## config.mk

```make
export PLATFORM = sky130hd
export DESIGN_NAME = rtp_reorder_jitter_buffer
export DESIGN_NICKNAME = d
export VERILOG_FILES = /design/src/rtl/rtpjb_pkg.sv /design/src/rtl/rtpjb_front.sv /design/src/rtl/rtpjb_fifo.sv /design/src/rtl/rtpjb_back.sv /design/src/rtl/rtp_reorder_jitter_buffer.sv
export SDC_FILE = /design/constraint.sdc
export NUM_CORES = 2
export LEC_CHECK = 0
export BUFFER_PORTS_ARGS = -buffer_cell sky130_fd_sc_hd__buf_4
export CAP_MARGIN = 20
export CORE_AREA = 2 2 627 629
export CTS_BUF_LIST = sky130_fd_sc_hd__clkbuf_8
export CTS_CLUSTER_DIAMETER = 100
export DETAILED_ROUTE_END_ITERATION = 10
export DIE_AREA = 0 0 629 631
export PLACE_DENSITY_LB_ADDON = 0.12
export SETUP_SLACK_MARGIN = 0.2
export SLEW_MARGIN = 25
export SYNTH_ARGS = -nofsm -noshare
export SYNTH_HDL_FRONTEND = slang
export SYNTH_SLANG_ARGS = --single-unit
```

## constraint.sdc

```tcl
create_clock -name clk -period 37.5 [get_ports clk]
set_clock_uncertainty 0.1 [all_clocks]
set_input_delay 5.625 -clock clk [delete_from_list [all_inputs] [get_ports clk]]
set_output_delay 5.625 -clock clk [all_outputs]
set_load 0.05 [all_outputs]
```

## src/rtl/rtpjb_pkg.sv

```systemverilog
// Package: shared constants, types and codes of the RTP reorder jitter buffer.
`timescale 1ns / 1ps
package rtpjb_pkg;

  localparam int ENTRIES     = 32;
  localparam int IDX_W       = $clog2(ENTRIES);
  localparam int SEQ_W       = 16;
  localparam int EXT_W       = 48;
  localparam int TIME_W      = 32;
  localparam int TAG_W       = 16;
  localparam int TMO_W       = 16;
  localparam int LIM_W       = 15;
  localparam int KIND_W      = 2;
  localparam int CFG_IDX_W   = 2;
  localparam int CFG_DATA_W  = 16;

  localparam logic [TMO_W-1:0] TIMEOUT_RST  = TMO_W'(200);
  localparam logic [LIM_W-1:0] DROPOUT_RST  = LIM_W'(3000);
  localparam logic [LIM_W-1:0] MISORDER_RST = LIM_W'(100);
  localparam logic [SEQ_W:0]   SUSPECT_NONE = 17'd65537;
  localparam logic [SEQ_W:0]   SEQ_MODULUS  = 17'd65536;

  localparam logic [CFG_IDX_W-1:0] REG_TIMEOUT  = 2'd0;
  localparam logic [CFG_IDX_W-1:0] REG_DROPOUT  = 2'd1;
  localparam logic [CFG_IDX_W-1:0] REG_MISORDER = 2'd2;

  localparam logic [KIND_W-1:0] KIND_RELEASE = 2'd0;
  localparam logic [KIND_W-1:0] KIND_RESET   = 2'd1;
  localparam logic [KIND_W-1:0] KIND_DROP    = 2'd2;

  localparam logic CMD_ARRIVAL = 1'b0;
  localparam logic CMD_TICK    = 1'b1;

  typedef enum logic [1:0] {
    JOB_RSTREL,
    JOB_PKT,
    JOB_TICK
  } job_op_t;

  typedef struct packed {
    job_op_t           op;
    logic [EXT_W-1:0]  ext;
    logic [TAG_W-1:0]  tag;
    logic [TIME_W-1:0] at;
    logic [TIME_W-1:0] now;
  } job_t;

  typedef enum logic [2:0] {
    BK_IDLE,
    BK_START,
    BK_REL_RST,
    BK_SCAN,
    BK_SCAN_END,
    BK_FIN
  } back_state_t;

  typedef enum logic [1:0] {
    MODE_CHAIN,
    MODE_HOLD,
    MODE_WALK
  } scan_mode_t;

endpackage

```

## src/rtl/rtpjb_front.sv

```systemverilog
// Front end: sequence extension and classification of arrivals into jobs.
`timescale 1ns / 1ps
module rtpjb_front (
  input  logic                             clk,
  input  logic                             rst_n,
  input  logic                             accept,
  input  logic                             in_command,
  input  logic [rtpjb_pkg::SEQ_W-1:0]      in_seq,
  input  logic [rtpjb_pkg::TIME_W-1:0]     in_arrival_ms,
  input  logic [rtpjb_pkg::TIME_W-1:0]     in_now_ms,
  input  logic [rtpjb_pkg::TAG_W-1:0]      in_pkt_tag,
  input  logic [rtpjb_pkg::LIM_W-1:0]      dropout_lim,
  input  logic [rtpjb_pkg::LIM_W-1:0]      misorder_lim,
  output logic                             push,
  output rtpjb_pkg::job_t                  job
);

  logic                            started_r, started_nxt;
  logic [rtpjb_pkg::SEQ_W-1:0]     highest_r, highest_nxt;
  logic [rtpjb_pkg::SEQ_W:0]       suspect_r, suspect_nxt;
  logic [rtpjb_pkg::EXT_W-1:0]     wrap_r, wrap_nxt;

  logic [rtpjb_pkg::SEQ_W-1:0]     gap;
  logic                            in_order, far_jump;

  assign gap      = in_seq - highest_r;
  assign in_order = {1'b0, gap} < {2'b0, dropout_lim};
  assign far_jump = {1'b0, gap} <= (rtpjb_pkg::SEQ_MODULUS - {2'b0, misorder_lim});

  always_comb begin
    started_nxt = started_r;
    highest_nxt = highest_r;
    suspect_nxt = suspect_r;
    wrap_nxt    = wrap_r;
    push        = 1'b0;
    job.op      = rtpjb_pkg::JOB_PKT;
    job.ext     = wrap_r + rtpjb_pkg::EXT_W'(in_seq);
    job.tag     = in_pkt_tag;
    job.at      = in_arrival_ms;
    job.now     = in_now_ms;
    if (accept) begin
      if (in_command == rtpjb_pkg::CMD_TICK) begin
        push   = 1'b1;
        job.op = rtpjb_pkg::JOB_TICK;
      end else if (!started_r) begin
        started_nxt = 1'b1;
        highest_nxt = in_seq;
        suspect_nxt = rtpjb_pkg::SUSPECT_NONE;
        wrap_nxt    = '0;
        push        = 1'b1;
        job.op      = rtpjb_pkg::JOB_RSTREL;
        job.ext     = rtpjb_pkg::EXT_W'(in_seq);
      end else if (in_order) begin
        if (in_seq < highest_r) begin
          wrap_nxt = wrap_r + rtpjb_pkg::EXT_W'(rtpjb_pkg::SEQ_MODULUS);
        end
        highest_nxt = in_seq;
        push        = 1'b1;
        job.ext     = wrap_nxt + rtpjb_pkg::EXT_W'(in_seq);
      end else if (far_jump) begin
        if ({1'b0, in_seq} == suspect_r) begin
          // far packet one past the previous far one: resync
          highest_nxt = in_seq;
          suspect_nxt = rtpjb_pkg::SUSPECT_NONE;
          wrap_nxt    = '0;
          push        = 1'b1;
          job.op      = rtpjb_pkg::JOB_RSTREL;
          job.ext     = rtpjb_pkg::EXT_W'(in_seq);
        end else begin
          suspect_nxt = {1'b0, in_seq + 16'd1};
        end
      end else begin
        push = 1'b1;
      end
    end
  end

  always_ff @(posedge clk) begin
    if (!rst_n) begin
      started_r <= 1'b0;
      highest_r <= '0;
      suspect_r <= rtpjb_pkg::SUSPECT_NONE;
      wrap_r    <= '0;
    end else begin
      started_r <= started_nxt;
      highest_r <= highest_nxt;
      suspect_r <= suspect_nxt;
      wrap_r    <= wrap_nxt;
    end
  end

endmodule

```

## src/rtl/rtpjb_fifo.sv

```systemverilog
// Two-entry job queue between front end and store engine.
`timescale 1ns / 1ps
module rtpjb_fifo (
  input  logic            clk,
  input  logic            rst_n,
  input  logic            push,
  input  rtpjb_pkg::job_t push_job,
  input  logic            pop,
  output rtpjb_pkg::job_t head,
  output logic            empty,
  output logic            full
);

  rtpjb_pkg::job_t mem_r [2];
  logic            wp_r, rp_r;
  logic [1:0]      cnt_r;

  assign head  = mem_r[rp_r];
  assign empty = (cnt_r == 2'd0);
  assign full  = (cnt_r == 2'd2);

  always_ff @(posedge clk) begin
    if (push) begin
      mem_r[wp_r] <= push_job;
    end
  end

  always_ff @(posedge clk) begin
    if (!rst_n) begin
      wp_r  <= 1'b0;
      rp_r  <= 1'b0;
      cnt_r <= 2'd0;
    end else begin
      if (push) wp_r <= ~wp_r;
      if (pop)  rp_r <= ~rp_r;
      cnt_r <= cnt_r + {1'b0, push} - {1'b0, pop};
    end
  end

endmodule

```

## src/rtl/rtpjb_back.sv

```systemverilog
// Back end: held-packet store, ordered release, timeout walk and result output.
`timescale 1ns / 1ps
module rtpjb_back (
  input  logic                          clk,
  input  logic                          rst_n,
  input  rtpjb_pkg::job_t               head,
  input  logic                          empty,
  output logic                          pop,
  input  logic [rtpjb_pkg::TMO_W-1:0]   timeout_ms,
  output logic                          out_strobe,
  output logic [rtpjb_pkg::KIND_W-1:0]  out_kind,
  output logic [rtpjb_pkg::TAG_W-1:0]   out_tag,
  output logic [rtpjb_pkg::EXT_W-1:0]   out_ext_seq,
  output logic                          out_last
);

  localparam logic [rtpjb_pkg::IDX_W-1:0] IDX_LAST = rtpjb_pkg::IDX_W'(rtpjb_pkg::ENTRIES - 1);

  rtpjb_pkg::back_state_t state_r, state_nxt;
  rtpjb_pkg::scan_mode_t  mode_r, mode_nxt;
  rtpjb_pkg::job_t        job_r;

  logic [rtpjb_pkg::EXT_W-1:0]  lr_r, lr_inc;

  logic                         slot_valid_r [rtpjb_pkg::ENTRIES];
  logic [rtpjb_pkg::EXT_W-1:0]  slot_seq_r   [rtpjb_pkg::ENTRIES];
  logic [rtpjb_pkg::TAG_W-1:0]  slot_tag_r   [rtpjb_pkg::ENTRIES];
  logic [rtpjb_pkg::TIME_W-1:0] slot_time_r  [rtpjb_pkg::ENTRIES];

  logic [rtpjb_pkg::IDX_W-1:0]  idx_r;
  logic                         have_floor_r, have_floor_nxt;
  logic [rtpjb_pkg::EXT_W-1:0]  floor_r, floor_nxt;
  logic                         best_found_r, match_found_r, free_found_r;
  logic [rtpjb_pkg::IDX_W-1:0]  best_idx_r, match_idx_r, free_idx_r;
  logic [rtpjb_pkg::EXT_W-1:0]  best_seq_r;
  logic [rtpjb_pkg::TAG_W-1:0]  best_tag_r;
  logic [rtpjb_pkg::TIME_W-1:0] best_time_r;

  // per-cycle scan evaluation
  logic                         cur_v, cand, cur_match, cur_free;
  logic [rtpjb_pkg::EXT_W-1:0]  cur_key;
  logic [rtpjb_pkg::TIME_W-1:0] age;
  logic                         best_old;

  // actions
  logic                         emit;
  logic [rtpjb_pkg::KIND_W-1:0] emit_kind;
  logic [rtpjb_pkg::TAG_W-1:0]  emit_tag;
  logic [rtpjb_pkg::EXT_W-1:0]  emit_ext;
  logic                         set_lr, scan_start, clr_best, wr_slot, flush, take_job;
  logic [rtpjb_pkg::IDX_W-1:0]  wr_idx;

  // one result held back so the final one can carry last
  logic                         pend_v_r;
  logic [rtpjb_pkg::KIND_W-1:0] pend_kind_r;
  logic [rtpjb_pkg::TAG_W-1:0]  pend_tag_r;
  logic [rtpjb_pkg::EXT_W-1:0]  pend_ext_r;

  assign lr_inc    = lr_r + 48'd1;
  assign cur_v     = slot_valid_r[idx_r];
  assign cur_key   = slot_seq_r[idx_r];
  assign cand      = cur_v && (!have_floor_r || cur_key > floor_r) &&
                     (!best_found_r || cur_key < best_seq_r);
  assign cur_match = cur_v && (cur_key == job_r.ext) && !match_found_r;
  assign cur_free  = !cur_v && !free_found_r;
  assign age       = job_r.now - best_time_r;
  assign best_old  = !age[rtpjb_pkg::TIME_W-1] && (age > rtpjb_pkg::TIME_W'(timeout_ms));

  // next state
  always_comb begin
    state_nxt = state_r;
    unique case (state_r)
      rtpjb_pkg::BK_IDLE:     if (!empty) state_nxt = rtpjb_pkg::BK_START;
      rtpjb_pkg::BK_START: begin
        if (job_r.op == rtpjb_pkg::JOB_RSTREL) state_nxt = rtpjb_pkg::BK_REL_RST;
        else                                   state_nxt = rtpjb_pkg::BK_SCAN;
      end
      rtpjb_pkg::BK_REL_RST:  state_nxt = rtpjb_pkg::BK_FIN;
      rtpjb_pkg::BK_SCAN:     if (idx_r == IDX_LAST) state_nxt = rtpjb_pkg::BK_SCAN_END;
      rtpjb_pkg::BK_SCAN_END: begin
        unique case (mode_r)
          rtpjb_pkg::MODE_CHAIN: begin
            if (best_found_r && best_seq_r == lr_inc) state_nxt = rtpjb_pkg::BK_SCAN;
            else                                      state_nxt = rtpjb_pkg::BK_FIN;
          end
          rtpjb_pkg::MODE_HOLD: state_nxt = rtpjb_pkg::BK_SCAN;
          rtpjb_pkg::MODE_WALK: begin
            if (best_found_r) state_nxt = rtpjb_pkg::BK_SCAN;
            else              state_nxt = rtpjb_pkg::BK_FIN;
          end
          default: state_nxt = rtpjb_pkg::BK_FIN;
        endcase
      end
      rtpjb_pkg::BK_FIN:      state_nxt = rtpjb_pkg::BK_IDLE;
      default:                state_nxt = rtpjb_pkg::BK_IDLE;
    endcase
  end

  // actions
  always_comb begin
    take_job       = 1'b0;
    emit           = 1'b0;
    emit_kind      = rtpjb_pkg::KIND_RELEASE;
    emit_tag       = job_r.tag;
    emit_ext       = job_r.ext;
    set_lr         = 1'b0;
    scan_start     = 1'b0;
    clr_best       = 1'b0;
    wr_slot        = 1'b0;
    wr_idx         = match_found_r ? match_idx_r : free_idx_r;
    flush          = 1'b0;
    mode_nxt       = mode_r;
    have_floor_nxt = have_floor_r;
    floor_nxt      = floor_r;
    unique case (state_r)
      rtpjb_pkg::BK_IDLE: take_job = !empty;
      rtpjb_pkg::BK_START: begin
        unique case (job_r.op)
          rtpjb_pkg::JOB_RSTREL: begin
            emit      = 1'b1;
            emit_kind = rtpjb_pkg::KIND_RESET;
          end
          rtpjb_pkg::JOB_PKT: begin
            scan_start     = 1'b1;
            have_floor_nxt = 1'b0;
            if (job_r.ext == lr_inc) begin
              emit     = 1'b1;
              set_lr   = 1'b1;
              mode_nxt = rtpjb_pkg::MODE_CHAIN;
            end else begin
              mode_nxt = rtpjb_pkg::MODE_HOLD;
            end
          end
          default: begin
            scan_start     = 1'b1;
            have_floor_nxt = 1'b0;
            mode_nxt       = rtpjb_pkg::MODE_WALK;
          end
        endcase
      end
      rtpjb_pkg::BK_REL_RST: begin
        emit   = 1'b1;
        set_lr = 1'b1;
      end
      rtpjb_pkg::BK_SCAN: ;
      rtpjb_pkg::BK_SCAN_END: begin
        unique case (mode_r)
          rtpjb_pkg::MODE_CHAIN: begin
            if (best_found_r && best_seq_r == lr_inc) begin
              emit       = 1'b1;
              emit_tag   = best_tag_r;
              emit_ext   = best_seq_r;
              set_lr     = 1'b1;
              clr_best   = 1'b1;
              scan_start = 1'b1;
            end
          end
          rtpjb_pkg::MODE_HOLD: begin
            if (match_found_r || free_found_r) begin
              wr_slot = 1'b1;
            end else begin
              emit      = 1'b1;
              emit_kind = rtpjb_pkg::KIND_DROP;
            end
            mode_nxt       = rtpjb_pkg::MODE_WALK;
            have_floor_nxt = 1'b0;
            scan_start     = 1'b1;
          end
          default: begin
            if (best_found_r) begin
              have_floor_nxt = 1'b1;
              floor_nxt      = best_seq_r;
              scan_start     = 1'b1;
              if (best_old || best_seq_r == lr_inc) begin
                emit     = 1'b1;
                emit_tag = best_tag_r;
                emit_ext = best_seq_r;
                set_lr   = 1'b1;
                clr_best = 1'b1;
              end
            end
          end
        endcase
      end
      rtpjb_pkg::BK_FIN: flush = 1'b1;
      default: ;
    endcase
  end

  assign pop = take_job;

  // control registers
  always_ff @(posedge clk) begin
    if (!rst_n) begin
      state_r      <= rtpjb_pkg::BK_IDLE;
      mode_r       <= rtpjb_pkg::MODE_WALK;
      lr_r         <= '0;
      have_floor_r <= 1'b0;
      pend_v_r     <= 1'b0;
      out_strobe   <= 1'b0;
      for (int i = 0; i < rtpjb_pkg::ENTRIES; i++) begin
        slot_valid_r[i] <= 1'b0;
      end
    end else begin
      state_r      <= state_nxt;
      mode_r       <= mode_nxt;
      have_floor_r <= have_floor_nxt;
      out_strobe   <= 1'b0;
      if (set_lr)   lr_r <= emit_ext;
      if (clr_best) slot_valid_r[best_idx_r] <= 1'b0;
      if (wr_slot)  slot_valid_r[wr_idx] <= 1'b1;
      if (emit) begin
        pend_v_r <= 1'b1;
        if (pend_v_r) out_strobe <= 1'b1;
      end else if (flush && pend_v_r) begin
        pend_v_r   <= 1'b0;
        out_strobe <= 1'b1;
      end
    end
  end

  // payload registers
  always_ff @(posedge clk) begin
    floor_r <= floor_nxt;
    if (take_job) job_r <= head;
    if (wr_slot) begin
      slot_seq_r[wr_idx]  <= job_r.ext;
      slot_tag_r[wr_idx]  <= job_r.tag;
      slot_time_r[wr_idx] <= job_r.at;
    end
    if (emit) begin
      pend_kind_r <= emit_kind;
      pend_tag_r  <= emit_tag;
      pend_ext_r  <= emit_ext;
      out_kind    <= pend_kind_r;
      out_tag     <= pend_tag_r;
      out_ext_seq <= pend_ext_r;
      out_last    <= 1'b0;
    end else if (flush) begin
      out_kind    <= pend_kind_r;
      out_tag     <= pend_tag_r;
      out_ext_seq <= pend_ext_r;
      out_last    <= 1'b1;
    end
    if (scan_start) begin
      idx_r         <= '0;
      best_found_r  <= 1'b0;
      match_found_r <= 1'b0;
      free_found_r  <= 1'b0;
    end else if (state_r == rtpjb_pkg::BK_SCAN) begin
      idx_r <= idx_r + 1'b1;
      if (cand) begin
        best_found_r <= 1'b1;
        best_idx_r   <= idx_r;
        best_seq_r   <= cur_key;
        best_tag_r   <= slot_tag_r[idx_r];
        best_time_r  <= slot_time_r[idx_r];
      end
      if (cur_match) begin
        match_found_r <= 1'b1;
        match_idx_r   <= idx_r;
      end
      if (cur_free) begin
        free_found_r <= 1'b1;
        free_idx_r   <= idx_r;
      end
    end
  end

endmodule

```

## src/rtl/rtp_reorder_jitter_buffer.sv

```systemverilog
// Top level: RTP reorder jitter buffer with config registers, front end, job queue, store engine.
//
//  channel | handshake         | payload
//  --------+-------------------+------------------------------------------------
//  input   | start, busy       | in_command, in_seq, in_arrival_ms, in_now_ms,
//          |                   | in_pkt_tag
//  result  | out_strobe        | out_kind, out_tag, out_ext_seq, out_last
//  config  | cfg_we            | cfg_index, cfg_wdata
//
// A transaction is taken when start is high and busy low; the front end
// classifies it in that cycle and, except for a first far jump, queues a
// job (busy only while the two-entry queue is full). The store engine
// walks all ENTRIES slots once per search, one pass per held packet found.
// Results appear one per strobe cycle, each held back until the next one
// is known so the final one carries out_last; the receiver cannot stall.
// Reset is synchronous, active low, and clears all control state and the
// slot valid bits at once.
`timescale 1ns / 1ps
module rtp_reorder_jitter_buffer (
  input  logic                                clk,
  input  logic                                rst_n,
  input  logic                                start,
  output logic                                busy,
  input  logic                                in_command,
  input  logic [rtpjb_pkg::SEQ_W-1:0]         in_seq,
  input  logic [rtpjb_pkg::TIME_W-1:0]        in_arrival_ms,
  input  logic [rtpjb_pkg::TIME_W-1:0]        in_now_ms,
  input  logic [rtpjb_pkg::TAG_W-1:0]         in_pkt_tag,
  output logic                                out_strobe,
  output logic [rtpjb_pkg::KIND_W-1:0]        out_kind,
  output logic [rtpjb_pkg::TAG_W-1:0]         out_tag,
  output logic [rtpjb_pkg::EXT_W-1:0]         out_ext_seq,
  output logic                                out_last,
  input  logic                                cfg_we,
  input  logic [rtpjb_pkg::CFG_IDX_W-1:0]     cfg_index,
  input  logic [rtpjb_pkg::CFG_DATA_W-1:0]    cfg_wdata
);

  logic [rtpjb_pkg::TMO_W-1:0] timeout_r;
  logic [rtpjb_pkg::LIM_W-1:0] dropout_r, misorder_r;

  logic            accept, push, pop, q_empty, q_full;
  rtpjb_pkg::job_t push_job, head;

  assign busy   = q_full;
  assign accept = start && !busy;

  // config registers; unknown index is ignored
  always_ff @(posedge clk) begin
    if (!rst_n) begin
      timeout_r  <= rtpjb_pkg::TIMEOUT_RST;
      dropout_r  <= rtpjb_pkg::DROPOUT_RST;
      misorder_r <= rtpjb_pkg::MISORDER_RST;
    end else if (cfg_we) begin
      unique case (cfg_index)
        rtpjb_pkg::REG_TIMEOUT:  timeout_r  <= cfg_wdata;
        rtpjb_pkg::REG_DROPOUT:  dropout_r  <= cfg_wdata[rtpjb_pkg::LIM_W-1:0];
        rtpjb_pkg::REG_MISORDER: misorder_r <= cfg_wdata[rtpjb_pkg::LIM_W-1:0];
        default: ;
      endcase
    end
  end

  rtpjb_front u_front (
    .clk           (clk),
    .rst_n         (rst_n),
    .accept        (accept),
    .in_command    (in_command),
    .in_seq        (in_seq),
    .in_arrival_ms (in_arrival_ms),
    .in_now_ms     (in_now_ms),
    .in_pkt_tag    (in_pkt_tag),
    .dropout_lim   (dropout_r),
    .misorder_lim  (misorder_r),
    .push          (push),
    .job           (push_job)
  );

  rtpjb_fifo u_fifo (
    .clk      (clk),
    .rst_n    (rst_n),
    .push     (push),
    .push_job (push_job),
    .pop      (pop),
    .head     (head),
    .empty    (q_empty),
    .full     (q_full)
  );

  rtpjb_back u_back (
    .clk         (clk),
    .rst_n       (rst_n),
    .head        (head),
    .empty       (q_empty),
    .pop         (pop),
    .timeout_ms  (timeout_r),
    .out_strobe  (out_strobe),
    .out_kind    (out_kind),
    .out_tag     (out_tag),
    .out_ext_seq (out_ext_seq),
    .out_last    (out_last)
  );

endmodule
```

==> impl_metrics.ini <==
[run_status]
status = complete, no violations

[critical_path]
reg2reg_depth = 15
crit_type = in2reg
slowest_delay_ns = 0.77
critPathRequiredTime_ns = 38.22
crit_path_max_fanout = 49
slowest_stage = buf_4
r2r-end = u_back.best_time_r[9]
crit_path_end_kind = register
crit_path_start_kind = input pin
crit_arrival_ns = 11.88
reg2reg_slack_ns = 28.81

[power_and_ir_drop]
pwr-share-clk_pct = 29.8
power.internal_mw = 8.273
peakVddDrop_mv = 0.05154
leakagePower_nw = 57.80
p_comb_share_pct = 20.6
pwr-share-seq_pct = 49.6
p_switching_mw = 3.476
swShare_pct = 29.58
pwr_density_cell_nw_per_um2 = 65.08

[floorplanning]
core_area_um2 = 390800
rows = 230
dieArea_um2 = 396900
dieWidth_um = 629
die_y_um = 631
floorplan.initialDensity_pct = 40.84
ios = 188

[placement]
post_dp_cell_area_um2 = 168300
dpl.hpwl_mm = 262.5
pre_cts_ws_ns = 24.64
portBuffers = 187
dp_cells = 13430
gp_congestion = 0.9136

[run]
max_cap_violations = 0

[hold_path]
holdCritStartpoint = u_back.pend_ext_r[8]
hp-class = reg2reg
whs_endpoint = u_back.out_ext_seq[8]
min_path_cells = 0

[finish]
fin_util_pct = 46.19
final_nets = 9213
fin_area_um2 = 180500
layout.cells.non_filler = 14640
fillers = 33510
seqCellArea_um2 = 117100
multi_input_area_um2 = 40340
drive_above_1_share_pct = 26.66
area_delta_synth_final_pct = 13.12

[clock_tree]
cts_buffers = 665
path_clk_slew_ns = 0.06
clock-sinks = 3971
cts_tree = done
htreeDepth = 6
cts-root-buf = clkbuf_8
post_cts_buffers = 0
clock_latency_ns = 1.24
clk_path_buf_depth = 4
cts_hold_buffers = 0
cts_resized = 0

[synthesis]
synth_top_area_cell = edfxtp_1
avgSynthCellArea_um2 = 19.49
synthDistinctLibCells = 92
synthTopCellsByArea = edfxtp_1, mux4_2, dfxtp_1
synth_seq_area_share_pct = 73.35
synthFlopType = edfxtp_1
synth_nets = 8506
synth_edf_count = 3753
synthTopCellsByCount = edfxtp_1, mux4_2, nand2_1
ys_ff_latch = 3971
synthMostInstantiatedCell = edfxtp_1
syn_inst = 8189
yosysTopAreaCellShare_pct = 70.62
synth.cell_area_um2 = 159600
synthArstFlopShare_pct = 0
yosys_warnings = 0

[sta]
finalSetupViolations = 0
hold_viol = 0
grt_setup_unrepaired = no
fmax_mhz = 89.60
fin_crit_ns = 11.16
fin_setup_tns_ns = 0
timing.final.crit_share_pct = 29.76
tightest_slew_ns = 1.144
slew_viol_final = 0
max_slew_margin_pct = 23.72
fin_ws_ns = 26.34

[global_route]
grt_pass1_vias = 86120
grt_overflow = 0
antenna_found_initial = 17
grt_max_degree = 176
track_usage_pct = 23.38
grt_pass1_wl_mm = 658.4

[route]
dr.pass1.iters = 6
avgViaCountPerCell = 5.714
wl_per_cell_um = 32.19
drc = 0
drtAntennaViolNets = 0
vias = 83680
wl_mm = 471.4
drt_iter0_drc = 8834
-- routing by layer --
metal  track usage (%)  wire length (um)  vias up
li1                  -                 -    34910
met1             32.11            199500    45160
met2             39.26            233500     2945
met3             2.961             26000      661
met5                 0                13        -
met4             6.761             12350        2
-- flip-flops by register name, indices dropped and copies added (netlist names), 15 cells and up, named ones only --
register and cells:
dropout_r 15, misorder_r 15, timeout_r 16, u_back.best_seq_r 48, u_back.best_tag_r 16, u_back.best_time_r 32, u_back.floor_r 48, u_back.job_r 130
u_back.lr_r 48, u_back.out_ext_seq 48, u_back.out_tag 16, u_back.pend_ext_r 48, u_back.pend_tag_r 16, u_back.slot_seq_r 1536, u_back.slot_tag_r 512, u_back.slot_time_r 1024
u_back.slot_valid_r 32, u_fifo.mem_r 260, u_front.highest_r 16, u_front.suspect_r 17, u_front.wrap_r 32
-- logic make-up after synthesis --
group           share of synthesized area [%]
mux                                     15.74
fa+ha+maj                               1.562
buf+inv                                 1.595
simple gates                            3.254
flops                                   73.35
xor+xnor                                1.357
compound gates                          3.145
-- metrics by stage --
| stage | hold slack, ns | total power, mW |
|---|---|---|
| finish | 0.3166 | 11.75 |
| global route | 0.3205 | 12.24 |
| CTS | 0.3180 | 11.87 |
| detailed placement | 0.3045 | 8.355 |
| global placement | 0.3059 | 8.305 |
| floorplan | 0.3003 | 7.451 |
-- worst max-delay path by stage --
stage | from | end | slack, ns | depth (start not counted)
detailed placement | in_seq[0] | u_fifo.mem_r[1][69] | 24.64 | 26
global route | in_seq[0] | u_fifo.mem_r[1][56] | 25.94 | 26
global placement | in_seq[0] | u_fifo.mem_r[1][67] | 24.45 | 26
CTS | in_seq[0] | u_fifo.mem_r[1][67] | 25.97 | 26
floorplan | in_seq[0] | u_fifo.mem_r[0][0] | 21.82 | 24
finish | in_seq[0] | u_fifo.mem_r[1][60] | 26.34 | 26
-- power groups by stage --
stage	Combinational [mW]	Sequential, mW	Clock [mW]
after floorplan	1.45	6.00	0
after global placement	2.39	5.91	0
after detailed placement	2.42	5.94	0
after CTS	2.43	5.85	3.60
after global routing	2.60	5.86	3.78
final	2.42	5.83	3.50
-- cells in the final DEF (no fill, tap or decap), types with 49 or more instances in the layout --
master	count
a21oi_1	224
xor2_1	101
nor3_1	70
mux4_2	970
clkbuf_8	693
inv_1	502
nand4_1	76
nand3_1	98
buf_4	397
dfxtp_1	207
ha_1	196
mux2_2	244
nand2_1	336
xnor2_1	136
clkinv_1	146
nor2_1	185
mux2i_1	49
o21ai_0	271
edfxtp_1	3753
-- worst max-delay path: cells and delay by family --
kind / cells / cell delay, ns
xor gates and xnor gates: 1 / 0.21
adders and majority gates: 3 / 0.89
and+or+nand+nor: 5 / 1.22
muxes: 1 / 0.35
buffers and inverters: 5 / 1.27
AOI/OAI and AO/OA: 11 / 2.19
-- final cells by class --
type | instances | share of cell area [%]
clock inverters | 497 | 1.309
diodes | 5 | 0.006931
flip-flops and latches | 3971 | 64.87
inverters | 246 | 0.5129
multi-input cells | 3576 | 22.34
repair buffers | 436 | 2.060
clock buffers | 693 | 5.283
well taps | 5220 | 3.618
Note: power is estimated with default switching activity, not from simulation.
